$ cat src/rtl/mu8_pkg.sv
// Types and constants shared by the modified UTF-8 decoder files.
`timescale 1ns / 1ps
`default_nettype none
package mu8_pkg;

	// Decoder phase, one-hot
	typedef enum logic [2:0] {
		PH_LEAD = 3'b001,  // expecting a lead byte
		PH_LAST = 3'b010,  // expecting the final continuation byte
		PH_MID  = 3'b100   // expecting the middle byte of a three-byte form
	} phase_t;

	localparam logic [15:0] INVALID_UNIT = 16'h003F;
	localparam logic [15:0] MAX_COUNT    = 16'hFFFF;

	// Per-string decoder state; partial holds the bits of a character above its final six
	typedef struct packed {
		phase_t      phase;
		logic [9:0]  partial;
		logic [15:0] count;
		logic        skip;
	} mu8_state_t;

	// One result word
	typedef struct packed {
		logic [15:0] code_unit;
		logic        unit_valid;
		logic        string_done;
		logic [15:0] char_count;
	} mu8_result_t;

endpackage
`default_nettype wire

$ cat src/rtl/mu8_in_if.sv
// Byte channel into the decoder.
`timescale 1ns / 1ps
`default_nettype none
interface mu8_in_if;
	logic       valid;
	logic       ready;
	logic [7:0] in_byte;
	logic       last_byte;

	modport source (output valid, output in_byte, output last_byte, input ready);
	modport sink   (input valid, input in_byte, input last_byte, output ready);
endinterface
`default_nettype wire

$ cat src/rtl/mu8_out_if.sv
// Code unit channel out of the decoder.
`timescale 1ns / 1ps
`default_nettype none
interface mu8_out_if;
	logic        valid;
	logic        ready;
	logic [15:0] code_unit;
	logic        unit_valid;
	logic        string_done;
	logic [15:0] char_count;

	modport source (output valid, output code_unit, output unit_valid,
		output string_done, output char_count, input ready);
	modport sink   (input valid, input code_unit, input unit_valid,
		input string_done, input char_count, output ready);
endinterface
`default_nettype wire

$ cat src/rtl/mu8_decode.sv
// Next-state and result logic for one byte of a modified UTF-8 string.
`timescale 1ns / 1ps
`default_nettype none
module mu8_decode (
	input  var mu8_pkg::mu8_state_t  cur,
	input  var logic [7:0]           in_byte,
	input  var logic                 last_byte,
	output var mu8_pkg::mu8_state_t  nxt,
	output var logic                 emit,
	output var mu8_pkg::mu8_result_t res
);
	import mu8_pkg::*;

	logic        have_unit;
	logic [15:0] unit;
	logic [15:0] count_inc;
	mu8_state_t  work;

	// Decode the byte against the current phase
	always_comb begin
		have_unit = 1'b0;
		unit      = 16'h0000;
		work      = cur;
		unique case (cur.phase) inside
			PH_LAST, PH_MID: begin
				if (in_byte > 8'hBF) begin
					unit         = INVALID_UNIT;
					have_unit    = 1'b1;
					work.phase   = PH_LEAD;
					work.partial = 10'd0;
				end else if (cur.phase == PH_MID) begin
					work.partial = cur.partial | {4'd0, in_byte[5:0]};
					work.phase   = PH_LAST;
				end else begin
					unit         = {cur.partial, in_byte[5:0]};
					have_unit    = 1'b1;
					work.phase   = PH_LEAD;
					work.partial = 10'd0;
				end
			end
			default: begin
				work.phase = PH_LEAD;
				if (!in_byte[7]) begin
					unit      = {8'h00, in_byte};
					have_unit = 1'b1;
				end else if (in_byte < 8'hC0) begin
					unit      = INVALID_UNIT;
					have_unit = 1'b1;
				end else if (in_byte < 8'hE0) begin
					work.partial = {5'd0, in_byte[4:0]};
					work.phase   = PH_LAST;
				end else if (in_byte < 8'hF0) begin
					work.partial = {in_byte[3:0], 6'd0};
					work.phase   = PH_MID;
				end else begin
					unit      = INVALID_UNIT;
					have_unit = 1'b1;
				end
			end
		endcase
	end

	// Count characters, saturating
	assign count_inc = (have_unit && cur.count < MAX_COUNT) ? cur.count + 16'd1 : cur.count;

	// Pick result and next state, with skip and zero-byte handling on top
	always_comb begin
		nxt             = work;
		nxt.count       = count_inc;
		emit            = have_unit || last_byte;
		res.code_unit   = have_unit ? unit : 16'h0000;
		res.unit_valid  = have_unit;
		res.string_done = last_byte;
		res.char_count  = last_byte ? count_inc : 16'h0000;
		if (last_byte) begin
			nxt.phase   = PH_LEAD;
			nxt.partial = 10'd0;
			nxt.count   = 16'h0000;
			nxt.skip    = 1'b0;
		end
		if (cur.skip) begin
			emit = 1'b0;
			nxt  = cur;
			if (last_byte) begin
				nxt.phase   = PH_LEAD;
				nxt.partial = 10'd0;
				nxt.count   = 16'h0000;
				nxt.skip    = 1'b0;
			end
		end else if (in_byte == 8'h00) begin
			emit            = 1'b1;
			res.code_unit   = 16'h0000;
			res.unit_valid  = 1'b0;
			res.string_done = 1'b1;
			res.char_count  = cur.count;
			nxt.phase       = PH_LEAD;
			nxt.partial     = 10'd0;
			nxt.count       = 16'h0000;
			nxt.skip        = !last_byte;
		end
	end

endmodule
`default_nettype wire

$ cat src/rtl/modified_utf8_to_utf16_decoder_unit.sv
// A byte goes from the input register through the decode logic into the output register.
// Throughput: one byte per cycle, stalled only by an untaken word in the output register.
// A byte waits in the input register only while the output register holds an untaken word.
// Bytes that complete no character and do not end the string give no word.
// Reset (arst_n low, asynchronous) empties both registers and restarts the string.
// Decoder top level: input register, decode logic, output register.
`timescale 1ns / 1ps
`default_nettype none
module modified_utf8_to_utf16_decoder_unit (
	input  var logic  clk,
	input  var logic  arst_n,
	mu8_in_if.sink    in_ch,
	mu8_out_if.source out_ch
);
	import mu8_pkg::*;

	logic        valid_s1;
	logic [7:0]  byte_s1;
	logic        last_s1;
	mu8_state_t  state_q;
	mu8_state_t  state_nxt;
	logic        emit;
	mu8_result_t res;
	logic        out_valid_q;
	mu8_result_t out_q;
	logic        out_free;
	logic        s1_go;

	mu8_decode u_decode (
		.cur       (state_q),
		.in_byte   (byte_s1),
		.last_byte (last_s1),
		.nxt       (state_nxt),
		.emit      (emit),
		.res       (res)
	);

	assign out_free    = !out_valid_q || out_ch.ready;
	assign s1_go       = valid_s1 && (!emit || out_free);
	assign in_ch.ready = !valid_s1 || s1_go;

	// Capture the incoming byte
	always_ff @(posedge clk or negedge arst_n) begin
		if (!arst_n) begin
			valid_s1 <= 1'b0;
		end else if (in_ch.ready) begin
			valid_s1 <= in_ch.valid;
		end
	end

	always_ff @(posedge clk) begin
		if (in_ch.ready && in_ch.valid) begin
			byte_s1 <= in_ch.in_byte;
			last_s1 <= in_ch.last_byte;
		end
	end

	// Advance the decoder state
	always_ff @(posedge clk or negedge arst_n) begin
		if (!arst_n) begin
			state_q.phase   <= PH_LEAD;
			state_q.partial <= 10'd0;
			state_q.count   <= 16'h0000;
			state_q.skip    <= 1'b0;
		end else if (s1_go) begin
			state_q <= state_nxt;
		end
	end

	// Hold the result until taken
	always_ff @(posedge clk or negedge arst_n) begin
		if (!arst_n) begin
			out_valid_q <= 1'b0;
		end else if (out_free) begin
			out_valid_q <= s1_go && emit;
		end
	end

	always_ff @(posedge clk) begin
		if (out_free && s1_go && emit) begin
			out_q <= res;
		end
	end

	assign out_ch.valid       = out_valid_q;
	assign out_ch.code_unit   = out_q.code_unit;
	assign out_ch.unit_valid  = out_q.unit_valid;
	assign out_ch.string_done = out_q.string_done;
	assign out_ch.char_count  = out_q.char_count;

endmodule
`default_nettype wire

$ cat src/flat_wrapper.sv
// flat-port wrapper written by rule: the top's interface ports become plain ports
module modified_utf8_to_utf16_decoder_unit_flat import mu8_pkg::*;
  (clk, arst_n, in_ch_valid, in_ch_in_byte, in_ch_last_byte, in_ch_ready, out_ch_valid, out_ch_code_unit, out_ch_unit_valid, out_ch_string_done, out_ch_char_count, out_ch_ready);
  mu8_in_if in_ch_i ();
  mu8_out_if out_ch_i ();
  input  var logic clk;
  input  var logic arst_n;
  input wire logic [$bits(in_ch_i.valid)-1:0] in_ch_valid;
  input wire logic [$bits(in_ch_i.in_byte)-1:0] in_ch_in_byte;
  input wire logic [$bits(in_ch_i.last_byte)-1:0] in_ch_last_byte;
  output wire logic [$bits(in_ch_i.ready)-1:0] in_ch_ready;
  output wire logic [$bits(out_ch_i.valid)-1:0] out_ch_valid;
  output wire logic [$bits(out_ch_i.code_unit)-1:0] out_ch_code_unit;
  output wire logic [$bits(out_ch_i.unit_valid)-1:0] out_ch_unit_valid;
  output wire logic [$bits(out_ch_i.string_done)-1:0] out_ch_string_done;
  output wire logic [$bits(out_ch_i.char_count)-1:0] out_ch_char_count;
  input wire logic [$bits(out_ch_i.ready)-1:0] out_ch_ready;
  assign in_ch_i.valid = in_ch_valid;
  assign in_ch_i.in_byte = in_ch_in_byte;
  assign in_ch_i.last_byte = in_ch_last_byte;
  assign in_ch_ready = in_ch_i.ready;
  assign out_ch_valid = out_ch_i.valid;
  assign out_ch_code_unit = out_ch_i.code_unit;
  assign out_ch_unit_valid = out_ch_i.unit_valid;
  assign out_ch_string_done = out_ch_i.string_done;
  assign out_ch_char_count = out_ch_i.char_count;
  assign out_ch_i.ready = out_ch_ready;
  modified_utf8_to_utf16_decoder_unit u_core (.clk(clk), .arst_n(arst_n), .in_ch(in_ch_i), .out_ch(out_ch_i));
endmodule
$ cat config.mk
export PLATFORM = sky130hd
export DESIGN_NAME = modified_utf8_to_utf16_decoder_unit_flat
export DESIGN_NICKNAME = d
export VERILOG_FILES = /design/src/rtl/mu8_pkg.sv /design/src/rtl/mu8_in_if.sv /design/src/rtl/mu8_out_if.sv /design/src/rtl/mu8_decode.sv /design/src/rtl/modified_utf8_to_utf16_decoder_unit.sv /design/src/flat_wrapper.sv
export SDC_FILE = /design/constraint.sdc
export NUM_CORES = 1
export LEC_CHECK = 0
export BUFFER_PORTS_ARGS = -buffer_cell sky130_fd_sc_hd__buf_2
export CAP_MARGIN = 20
export CORE_MARGIN = 8
export CORE_UTILIZATION = 65
export CTS_BUF_LIST = sky130_fd_sc_hd__clkbuf_2
export CTS_CLUSTER_SIZE = 16
export DETAILED_ROUTE_END_ITERATION = 16
export GPL_TIMING_DRIVEN = 0
export HOLD_SLACK_MARGIN = 0.08
export PLACE_DENSITY = 0.91
export SETUP_SLACK_MARGIN = 0.02
export SYNTH_ARGS = -nofsm -noshare
export SYNTH_HDL_FRONTEND = slang
export SYNTH_SLANG_ARGS = --single-unit
$ cat constraint.sdc
create_clock -name clk -period 11.79 [get_ports clk]
set_clock_uncertainty 0.2 [all_clocks]
set_input_delay 1.7685 -clock clk [delete_from_list [all_inputs] [get_ports clk]]
set_output_delay 1.7685 -clock clk [all_outputs]
set_load 0.01 [all_outputs]
==> summary.txt, run 1 <==
Run status
  – Run status: completed

Placement
  – Total of buffers placed on input and output ports: 48
  – Routability cong.: approximately 0.92
  – Detailed-placement wirelength estimate: a little over 7000 um
  – Placed Instance Area: between 4000 and 5000 um^2

Setup path
  – Delay of the slowest cell on the worst path: roughly 0.56 ns
  – Critical path peak fanout: 7
  – Worst Path Buf+Inv: 3
  – Worst path slowest cell: sky130_fd_sc_hd__or4_1
  – Startpoint class of the critical path: register
  – Crit path cell chain: or4_1 -> clkbuf_2 -> o21ai_4 -> a21oi_2 -> nor4b_2 -> inv_1 -> buf_2
  – Data required, critical path: 9.82 ns
  – Sort of element at the end of the critical path: output pin
  – Crit-path leading delay family: simple AND/OR/NAND/NOR gates
  – Category of the critical setup timing path: register to output pin
  – Data arrival time of the critical path: 2.82 ns

STA
  – Sum Neg Setup Slack: 0 ns
  – Final number of hold-violating endpoints: 0
  – Fmax: roughly 0.21 GHz
  – Setup violations, final: 0
  – Worst slew margin: between 30% and 40%
  – Final worst-path cycle share: 40.6%
  – Unrepaired setup endpoints after global routing: false
  – Slew at the pin with the worst max-slew slack: between 1 and 1.5 ns
  – Final slew viol count: 0
  – Hold slack: between 0.3 and 0.4 ns
  – Fin crit period: approximately 4.8 ns

Synth
  – Compound-gate portion of the synthesized area: 16.9%
  – Share of the synthesized netlist area taken by xor and xnor gates: less than 1%
  – Number of enable-type register cells in the synthesized netlist: 43
  – Flip-flop and latch count after synthesis: between 70 and 80
  – Fraction of the mapped netlist area in adder cells: less than 1%
  – Largest family of logic cells by synthesized area: simple AND/OR/NAND/NOR gates
  – Area fraction in and, or, nand and nor cells after synthesis: a little over a fifth
  – Post-synthesis average cell area: about 11 um^2
  – Unique cell type count in the Yosys netlist: 60
  – Post-Synthesis Cell Area: 4020 um^2
  – Flip-flop cell with the highest count after synthesis: sky130_fd_sc_hd__edfxtp_1
  – Area share of the largest cell type after synthesis: about a third
  – Post-synth top cells: sky130_fd_sc_hd__edfxtp_1 (43), sky130_fd_sc_hd__nand2_1 (43), sky130_fd_sc_hd__dfrtp_1 (31)
  – Number of instances in the synthesized netlist: approximately 370
  – Seq/Total Area, Yosys: a little over half
  – Warnings, synthesis: 0
  – Cell type with the largest total area after synthesis: sky130_fd_sc_hd__edfxtp_1
  – Biggest area contributors in the synthesized netlist: sky130_fd_sc_hd__edfxtp_1 (32%), sky130_fd_sc_hd__dfrtp_1 (19%), sky130_fd_sc_hd__nand2_1 (4.0%)
  – Fraction of synthesized area in multiplexers: 4.07%
  – Synthesized netlist net count: 385
  – Proportion of synthesized flip-flops having asynchronous set or reset: a little over two fifths

Global routing
  – Wire length of the first global-routing pass: ~16000 um
  – GRT Resource Usage Total: a little under a quarter
  – Number of global-route vias before repair: 3095
  – Antenna violations before repair: 0
  – Maximum number of pins on one net before global-route repair: 35
  – Overflow after GRT: 0

Cells and area
  – Summed area of non-filler cells in the final layout: approximately 4500 um^2
  – Share of the core filled with cells: between 70% and 80%
  – Area Growth Syn to Fin: 10.7%
  – Fill cell count: 435
  – Fraction of layout instances using a drive strength above 1: 25.3%
  – Diode count: 0
  – Number of nets in the final layout: about 440
  – Footprint of the multi-input gates: between 1500 and 2000 um^2
  – Area of all sequential standard cells: 2090 um^2

Routing
  – Vias after detailed routing: 3271
  – Vias per cell: between 6 and 7
  – Count of TritonRoute iterations in the first routing pass: 5
  – WL final: approximately 9800 um
  – Antenna-violating nets left: 0
  – Drt drc: 0
  – Post-DR wirelength/cell: between 15 and 20 um
  – DRT iter0 DRCs: just under 300

Clock network
  – Num Clock Sinks: 75
  – Buffers inserted by post-CTS timing repair: 0
  – Clk pin slew, worst setup/hold paths: approximately 0.23 ns
  – CTS tree: yes
  – Clock buffer count from CTS: 9
  – Level count of the clock H-tree: 3
  – Deepest clock path buffer count: 2
  – Count of hold buffers inserted by post-cts repair: 0
  – Number of cells upsized or downsized after cts: 0
  – Clock latency on the worst-skew pair: roughly 0.53 ns
  – Root buf cell: sky130_fd_sc_hd__clkbuf_2

Floorplanning
  – Die height: 94.7 um
  – Standard-cell row count: 28
  – Total Die Area: 8960 um^2
  – Horiz. Die Dim: 94.7 um
  – Initial Util: between 60 and 70%
  – Count of pins on the block boundary: 49
  – Core region area: 5960 um^2

Pwr
  – Largest voltage drop on the vdd net: 0.102 mV
  – Power density over cell area: ~120 nW/um^2
  – Total leakage power: around 1.8 nW
  – Pwr Total: approximately 0.54 mW

Worst hold path
  – Hold/Removal Path Class: register to register

Flow run
  – Number of maximum-capacitance violations: 0
cell families after synthesis:
kind of cell               after synthesis
AOI/OAI and AO/OA                       87
DFF                                     75
adders and majority gates                1
xor gates and xnor gates                 1
buffers and inverters                   40
muxes                                   16
and+or+nand+nor                        151
where the power goes:
| part | switching [mW] | internal, mW |
|---|---|---|
| logic | 0.0632 | 0.0365 |
| registers | 0.0165 | 0.305 |
| clock network | 0.0918 | 0.0288 |
layout by cell type (no fill, tap or decap), types with 5 or more instances in the layout:
cell type,netlist,layout
sky130_fd_sc_hd__buf_2,12,60
sky130_fd_sc_hd__nor2_1,22,22
sky130_fd_sc_hd__nand4_1,9,9
sky130_fd_sc_hd__nand3_1,9,9
sky130_fd_sc_hd__a21oi_1,16,16
sky130_fd_sc_hd__a22o_1,8,8
sky130_fd_sc_hd__nand2_1,43,43
sky130_fd_sc_hd__and2_1,10,10
sky130_fd_sc_hd__and3_1,5,5
sky130_fd_sc_hd__clkbuf_2,1,11
sky130_fd_sc_hd__clkbuf_1,6,6
sky130_fd_sc_hd__or4_1,7,7
sky130_fd_sc_hd__o211ai_1,6,6
sky130_fd_sc_hd__edfxtp_1,43,43
sky130_fd_sc_hd__inv_1,16,16
sky130_fd_sc_hd__nor2b_1,7,6
sky130_fd_sc_hd__dfrtp_1,31,31
sky130_fd_sc_hd__nor3_1,13,13
sky130_fd_sc_hd__o21ai_1,17,17
sky130_fd_sc_hd__nor4b_2,5,5
sky130_fd_sc_hd__mux2i_1,13,13
per-layer routing:
metal,up-vias,GRT usage [%],wire (um)
li1,1509,-,-
met1,1561,30.8,4280
met2,183,35.3,4540
met3,18,4.52,768
met4,0,9.23,179
met5,-,0,0
final timing paths:
check / from / to / slack [ns] / depth (start not counted)
setup / recovery: u_core.byte_s1[1]$_DFFE_PP_ / in_ch_ready / 7.00 / 7
hold / removal: u_core.state_q[18]$_DFFE_PN0P_ / u_core.state_q[18]$_DFFE_PN0P_ / 0.34 / 1
setup reg to reg: u_core.byte_s1[1]$_DFFE_PP_ / u_core.out_ch.char_count[14]$_DFFE_PP_ / 8.49 / 5
hold reg to reg: u_core.state_q[18]$_DFFE_PN0P_ / u_core.state_q[18]$_DFFE_PN0P_ / 0.34 / 1
max in group asynchronous: arst_n / u_core.state_q[16]$_DFFE_PN0P_ / 9.79 / 1
min in group asynchronous: arst_n / u_core.state_q[19]$_DFFE_PN0P_ / 1.07 / 1
per-stage QoR:
step                cells  setup slack (ns)
finish                510              7.00
CTS                   510              6.93
global placement      494              6.81
global route          510              6.84
detailed placement    494              7.05
floorplan             371              7.44
layout make-up:
type                       instances  area share [%]
multi-input combinational        256            39.1
buffer                            24            3.06
inverter                          16            1.35
clock buffer                      10            1.12
tap                               75            2.11
clock inverter                     6           0.899
sequential                        75            47.0
timing repair buffer              48            5.39
flip-flops by register name, summed over array words and instances (netlist names):
| register | count |
|---|---|
| u_core.last_s1 | 1 |
| u_core.state_q | 30 |
| u_core.valid_s1 | 1 |
| u_core.byte_s1 | 8 |
| u_core.out_ch.valid | 1 |
| u_core.out_ch.char_count | 16 |
| u_core.out_ch.code_unit | 16 |
| u_core.out_ch.string_done | 1 |
| u_core.out_ch.unit_valid | 1 |
(Power assumes the default switching activity.)
==> run 2, diff against run 1 <==
- CORE_UTILIZATION: 65 -> 60
- PLACE_DENSITY: 0.91 -> 0.85
- clock period: 11.79 -> 4.57 ns (I/O delays scaled with it)
==> summary.txt, run 2 (synthesized netlist as in run 1, its figures left out) <==
Cells and area
  – Fraction of layout instances using a drive strength above 1: 25.3% (about the same)
  – Area Growth Syn to Fin: 13.1%
  – Most flop-heavy register: u_core.state_q
  – Number of flip-flops under the largest register name: 30 (unchanged)
  – Most frequent standard cell in the layout excluding fill and tap cells: sky130_fd_sc_hd__buf_2
  – Number of nets in the final layout: 448 (+0.90%)
  – Number of standard cells in the layout, taps in and fillers out: 519 (+1.8%)
  – Leading cell types in the layout, fill and taps excluded: sky130_fd_sc_hd__buf_2 (60), sky130_fd_sc_hd__nand2_1 (43), sky130_fd_sc_hd__edfxtp_1 (43)
  – Diode count: 0 (unchanged)

Worst hold path
  – Hold/Removal Path Class: input pin to register
  – Hold Path Origin: in_ch_in_byte[4]

Floorplanning
  – Total Die Area: 9580 um^2 (+6.9%)
  – Horiz. Die Dim: 97.9 um (+3.4%)
  – Initial Util: 60.6% (-7.0 points)
  – Standard-cell row count: 30 (+7.1%)
  – Die height: 97.9 um (+3.4%)
  – Core region area: 6640 um^2 (+12%)
  – Count of pins on the block boundary: 49 (unchanged)

Setup path
  – Crit-path leading delay family: simple AND/OR/NAND/NOR gates
  – Worst path slowest cell: sky130_fd_sc_hd__or4_1
  – Worst setup startpoint: u_core.byte_s1[1]$_DFFE_PP_
  – Data arrival time of the critical path: 2.83 ns (about the same)
  – Sort of element at the end of the critical path: output pin
  – Startpoint class of the critical path: register
  – Crit path cell chain: or4_1 -> clkbuf_2 -> o21ai_4 -> a21oi_2 -> nor4b_2 -> inv_1 -> buf_2
  – Worst Path Buf+Inv: 3 (unchanged)
  – Delay of the slowest cell on the worst path: 0.56 ns (about the same)
  – Data required, critical path: 3.68 ns (-6.14 ns)
  – Startpoint of the worst register-to-register path: u_core.byte_s1[1]$_DFFE_PP_
  – Category of the critical setup timing path: register to output pin
  – Critical path peak fanout: 7 (unchanged)

Routing
  – Vias after detailed routing: 3201 (-2.1%)
  – Post-DR wirelength/cell: 18.3 um (-4.4%)
  – WL final: 9500 um (-2.7%)
  – Vias per cell: 6.17 (-3.8%)
  – Count of TritonRoute iterations in the first routing pass: 5 (unchanged)
  – Antenna-violating nets left: 0 (unchanged)
  – Drt drc: 0 (unchanged)
  – DRT iter0 DRCs: 293 (-1.0%)

STA
  – Sum Neg Setup Slack: 0 ns (unchanged)
  – Final slew viol count: 0 (unchanged)
  – Worst slew margin: 34.2% (+3.7 points)
  – Fmax: approximately 0.27 GHz
  – Final worst-path cycle share: between 80% and 90%
  – Setup violations, final: 0 (unchanged)
  – Slew at the pin with the worst max-slew slack: 0.986 ns (-0.0551 ns)
  – Unrepaired setup endpoints after global routing: false
  – Fin crit period: between 3 and 4 ns
  – Hold slack: 0.101 ns (-0.242 ns)
  – Final number of hold-violating endpoints: 0 (unchanged)

Pwr
  – Share of total power in the clock network: 28.7% (+6.4 points)
  – Switching share of power: 29.5% (-2.2 points)
  – Share of total power in sequential cells: 54.5% (-4.8 points)
  – Largest voltage drop on the vdd net: 0.186 mV (+82%)
  – Total leakage power: 1.84 nW (+2.0%)
  – Power share of the combinational group: 16.8% (-1.6 points)
  – Internal Dissipation: 1.07 mW (+190%)
  – Power density over cell area: 334 nW/um^2 (+170%)
  – Pwr Total: 1.52 mW (+180%)
  – Total net switching power: 0.448 mW (+160%)

Global routing
  – GRT Resource Usage Total: 20.4% (-2.5 points)
  – Maximum number of pins on one net before global-route repair: 35 (unchanged)
  – Overflow after GRT: 0 (unchanged)
  – Number of global-route vias before repair: 3017 (-2.5%)
  – Wire length of the first global-routing pass: 15600 um (-2.0%)
  – Antenna violations before repair: 0 (unchanged)

Run status
  – Run status: completed

Placement
  – Cell count after placement: 499 (+1.0%)
  – Routability cong.: 0.923 (+0.49%)
  – Detailed-placement wirelength estimate: 6640 um (-6.1%)
  – Total of buffers placed on input and output ports: 48 (unchanged)

Clock network
  – CTS tree: yes
  – Root buf cell: sky130_fd_sc_hd__clkbuf_2
  – Num Clock Sinks: 75 (unchanged)
  – Clock buffer count from CTS: 9 (unchanged)
  – Clock latency on the worst-skew pair: 0.54 ns (about the same)
  – Level count of the clock H-tree: 3 (unchanged)
  – Clk pin slew, worst setup/hold paths: 0.22 ns (about the same)
  – Deepest clock path buffer count: 2 (unchanged)

Flow run
  – Number of maximum-capacitance violations: 0 (unchanged)
[run 2: cell types whose count changed in the layout (fill, tap and decap cells not counted)]
| cell | before | now |
|---|---|---|
| sky130_fd_sc_hd__dlygate4sd3_1 | 0 | 4 |
| sky130_fd_sc_hd__bufinv_16 | 0 | 2 |
| sky130_fd_sc_hd__clkinv_2 | 2 | 0 |
| sky130_fd_sc_hd__clkinv_4 | 2 | 0 |
| sky130_fd_sc_hd__clkbuf_2 | 11 | 12 |
| sky130_fd_sc_hd__clkinv_1 | 1 | 0 |
| sky130_fd_sc_hd__clkinvlp_4 | 0 | 1 |
| sky130_fd_sc_hd__inv_6 | 1 | 2 |
[run 2: worst reg2reg max path, delay by kind of cell, from the launching register on]
family	cells	cell delay (ns)
flops	1	0.50
compound gates	2	0.55
simple gates	2	1.37
buf+inv	1	0.21
[run 2: power by group through the flow]
| stage | logic (mW) | registers, mW | clock network [mW] |
|---|---|---|---|
| final | 0.256 | 0.828 | 0.436 |
| after global routing | 0.283 | 0.835 | 0.463 |
| after CTS | 0.254 | 0.827 | 0.434 |
| after detailed placement | 0.253 | 0.841 | 0 |
| after global placement | 0.244 | 0.839 | 0 |
| after floorplan | 0.153 | 0.850 | 0 |
[run 2: per-stage QoR]
stage          utilization (%)  cell area, um^2  setup WS [ns]
2_1_floorplan                -             4020          0.820
3_3_place_gp              65.7             4360        -0.0108
3_5_place_dp              65.8             4370           1.37
4_1_cts                   68.1             4520          0.839
5_1_grt                   68.5             4550          0.682
6_report                  68.5             4550          0.857
[run 2: area by class of cell]
| class | count | area [um^2] |
|---|---|---|
| flip-flops and latches | 75 | 2090 |
| fillers | 492 | 2090 |
| multi-input cells | 256 | 1740 |
| repair buffers | 52 | 280 |
| plain buffers | 24 | 136 |
| well taps | 80 | 100 |
| clock inverters | 5 | 85.1 |
| inverters | 16 | 60.1 |
| clock buffers | 11 | 55.1 |
[run 2: worst paths after layout]
| kind | slack [ns] | end | depth (start not counted) |
|---|---|---|---|
| worst max-delay path | 0.86 | in_ch_ready | 7 |
| worst max register to register | 1.35 | u_core.out_ch.char_count[14]$_DFFE_PP_ | 5 |
| worst min register to register | 0.32 | u_core.state_q[22]$_DFFE_PN0P_ | 1 |
| max in group asynchronous | 3.13 | u_core.state_q[16]$_DFFE_PN0P_ | 2 |
| worst min-delay path | 0.10 | u_core.byte_s1[4]$_DFFE_PP_ | 1 |
| min in group asynchronous | 0.51 | u_core.state_q[21]$_DFFE_PN0P_ | 2 |
[run 2: timing repair]
| action | in CTS | in global routing |
|---|---|---|
| buffers inserted | 0 | 0 |
| hold buffers | 1 | 3 |
| gates resized for setup | 0 | 0 |
| endpoints found under the setup margin | 0 | 0 |
| hold endpoints to repair | 31 | 3 |
[run 2: per-layer routing]
metal	track usage [%]	wire length, um	vias to the layer above
met4	9.47	212	0
met2	30.5	4430	113
met5	0	0	-
met1	27.8	4260	1557
li1	-	-	1513
met3	3.91	602	18
==> run 3, diff against run 2 <==
- clock period: 4.57 -> 3.6 ns (I/O delays scaled with it)
==> summary.txt, run 3 (synthesized netlist as in run 1, its figures left out) <==
Run status
  – Run status: completed

Clock network
  – Clock buffer count from CTS: 9 (unchanged)
  – Num Clock Sinks: 75 (unchanged)
  – Deepest clock path buffer count: 2 (unchanged)
  – Number of cells upsized or downsized after cts: 0 (unchanged)
  – Level count of the clock H-tree: 3 (unchanged)
  – Clock latency on the worst-skew pair: 0.56 ns (+0.02 ns)
  – CTS tree: yes
  – Clk pin slew, worst setup/hold paths: 0.23 ns (about the same)
  – Root buf cell: sky130_fd_sc_hd__clkbuf_2

STA
  – Slew at the pin with the worst max-slew slack: 0.801 ns (-0.185 ns)
  – Final number of hold-violating endpoints: 0 (unchanged)
  – Fmax: between 0.2 and 0.3 GHz
  – Sum Neg Setup Slack: 0 ns (unchanged)
  – Final worst-path cycle share: a little over nine tenths
  – Final worst-path setup slack: 0.190 ns (-0.667 ns)
  – Worst slew margin: 46.1% (+12 points)
  – Unrepaired setup endpoints after global routing: false
  – Final slew viol count: 0 (unchanged)
  – Setup violations, final: 0 (unchanged)
  – Fin crit period: roughly 3.4 ns

Cells and area
  – Number of nets in the final layout: 457 (+2.0%)
  – Fraction of layout instances using a drive strength above 1: 25.2% (-0.062 points)
  – Area Growth Syn to Fin: 15.3%
  – Most frequent standard cell in the layout excluding fill and tap cells: sky130_fd_sc_hd__buf_2
  – Leading cell types in the layout, fill and taps excluded: sky130_fd_sc_hd__buf_2 (60), sky130_fd_sc_hd__nand2_1 (43), sky130_fd_sc_hd__edfxtp_1 (43)
  – Most flop-heavy register: u_core.state_q
  – Summed area of non-filler cells in the final layout: 4640 um^2 (+1.9%)
  – Number of flip-flops under the largest register name: 30 (unchanged)
  – Fill cell count: 494 (+0.41%)
  – Diode count: 0 (unchanged)

Floorplanning
  – Core region area: 6640 um^2 (unchanged)
  – Count of pins on the block boundary: 49 (unchanged)
  – Initial Util: 60.6% (unchanged)
  – Standard-cell row count: 30 (unchanged)
  – Die height: 97.9 um (unchanged)
  – Horiz. Die Dim: 97.9 um (unchanged)
  – Total Die Area: 9580 um^2 (unchanged)

Worst hold path
  – Cell depth of the worst hold path: 3 (+2)
  – Hold Path Origin: out_ch_ready
  – Worst Hold Endpoint: u_core.out_ch.valid$_DFFE_PN0P_
  – Hold/Removal Path Class: input pin to register

Setup path
  – Register-to-register path setup slack: 0.60 ns (-0.75 ns)
  – Critical path peak fanout: 7 (unchanged)
  – Data arrival time of the critical path: 2.67 ns (-0.16 ns)
  – Crit path cell chain: or4_1 -> buf_2 -> o21ai_4 -> a21oi_2 -> nor4b_2 -> inv_1 -> buf_2
  – Startpoint class of the critical path: register
  – Category of the critical setup timing path: register to output pin
  – Number of cells traversed by the worst register-to-register path: 7 (+2)
  – Delay of the slowest cell on the worst path: 0.56 ns (about the same)
  – Startpoint of the worst register-to-register path: u_core.byte_s1[6]$_DFFE_PP_
  – Data required, critical path: 2.86 ns (-0.82 ns)
  – Worst path slowest cell: sky130_fd_sc_hd__edfxtp_1
  – Sort of element at the end of the critical path: output pin
  – Capture point of the worst reg-to-reg path: u_core.out_ch.char_count[9]$_DFFE_PP_
  – Most used cell, CP: sky130_fd_sc_hd__buf_2

Placement
  – Placed Instance Area: 4400 um^2 (+0.63%)
  – Pre-CTS WS: 0.629 ns (-0.743 ns)
  – Routability cong.: 0.957 (+3.8%)
  – Detailed-placement wirelength estimate: 6750 um (+1.7%)
  – Total of buffers placed on input and output ports: 48 (unchanged)

Pwr
  – Largest voltage drop on the vdd net: 0.265 mV (+42%)
  – Total leakage power: 1.87 nW (+1.8%)
  – Power density over cell area: 407 nW/um^2 (+22%)
  – Pwr Total: 1.89 mW (+24%)

Routing
  – Count of TritonRoute iterations in the first routing pass: 4 (-1)
  – Drt drc: 0 (unchanged)
  – Vias after detailed routing: 3312 (+3.5%)
  – DRT iter0 DRCs: 290 (-1.0%)
  – Post-DR wirelength/cell: 18.1 um (-1.2%)
  – Vias per cell: 6.27 (+1.7%)
  – Antenna-violating nets left: 0 (unchanged)
  – WL final: 9550 um (+0.46%)

Flow run
  – Number of maximum-capacitance violations: 0 (unchanged)

Global routing
  – Number of global-route vias before repair: 3107 (+3.0%)
  – GRT Resource Usage Total: 20.4% (+0.046 points)
  – Wire length of the first global-routing pass: 15700 um (+0.75%)
  – Overflow after GRT: 0 (unchanged)
  – Maximum number of pins on one net before global-route repair: 33 (-5.7%)
  – Antenna violations before repair: 0 (unchanged)
==> run 3: worst max path at each step <==
stage                     cells past startpoint                               endpoint  slack, ns                        start
final                                         7                            in_ch_ready       0.19  u_core.byte_s1[6]$_DFFE_PP_
after detailed placement                      6  u_core.out_ch.char_count[2]$_DFFE_PP_       0.63  u_core.byte_s1[1]$_DFFE_PP_
after floorplan                               5  u_core.out_ch.char_count[0]$_DFFE_PP_       0.48  u_core.byte_s1[6]$_DFFE_PP_
after global routing                          7                            in_ch_ready       0.06  u_core.byte_s1[6]$_DFFE_PP_
after global placement                        5  u_core.out_ch.char_count[2]$_DFFE_PP_      -0.06  u_core.byte_s1[1]$_DFFE_PP_
after CTS                                     7                            in_ch_ready       0.18  u_core.byte_s1[1]$_DFFE_PP_
==> run 3: where the power goes <==
group | leakage, nW | internal [mW] | switching [mW]
Combinational | 0.949 | 0.136 | 0.206
Sequential | 0.850 | 0.998 | 0.0510
Clock | 0.0696 | 0.170 | 0.328
==> run 3: worst max-delay path: cells and delay by family, from the launching register on <==
family | cells | cell delay, ns
compound gates | 2 | 0.26
buf+inv | 3 | 0.40
flops | 1 | 0.56
simple gates | 2 | 0.89
==> run 3: area by class of cell <==
cell class	instances	area, um^2	share of cell area, %
plain buffers	24	136	2.94
clock buffers	10	50.0	1.08
clock inverters	6	71.3	1.54
inverters	16	60.1	1.29
multi-input cells	256	1740	37.6
flip-flops and latches	75	2090	45.1
well taps	80	100	2.16
repair buffers	61	385	8.31
==> run 3: stage by stage <==
stage,hold WS [ns],util (%),std cells
floorplan,0.0444,-,371
global placement,0.267,65.7,499
detailed placement,0.294,66.2,500
CTS,0.216,69.8,528
global route,0.273,69.8,528
finish,0.230,69.8,528
==> run 3: repair_timing <==
action,4_1_cts,5_1_grt
hold buffers,11,0
setup buffers,1,0
endpoints found under the setup margin,1,0
endpoints found under the hold margin,41,0
==> run 3: routing by layer <==
metal	wire length, um	GRT usage (%)	vias up
met1	4240	26.7	1619
met5	0	0	-
li1	-	-	1538
met2	4490	32.2	138
met3	640	3.77	17
met4	174	9.23	0
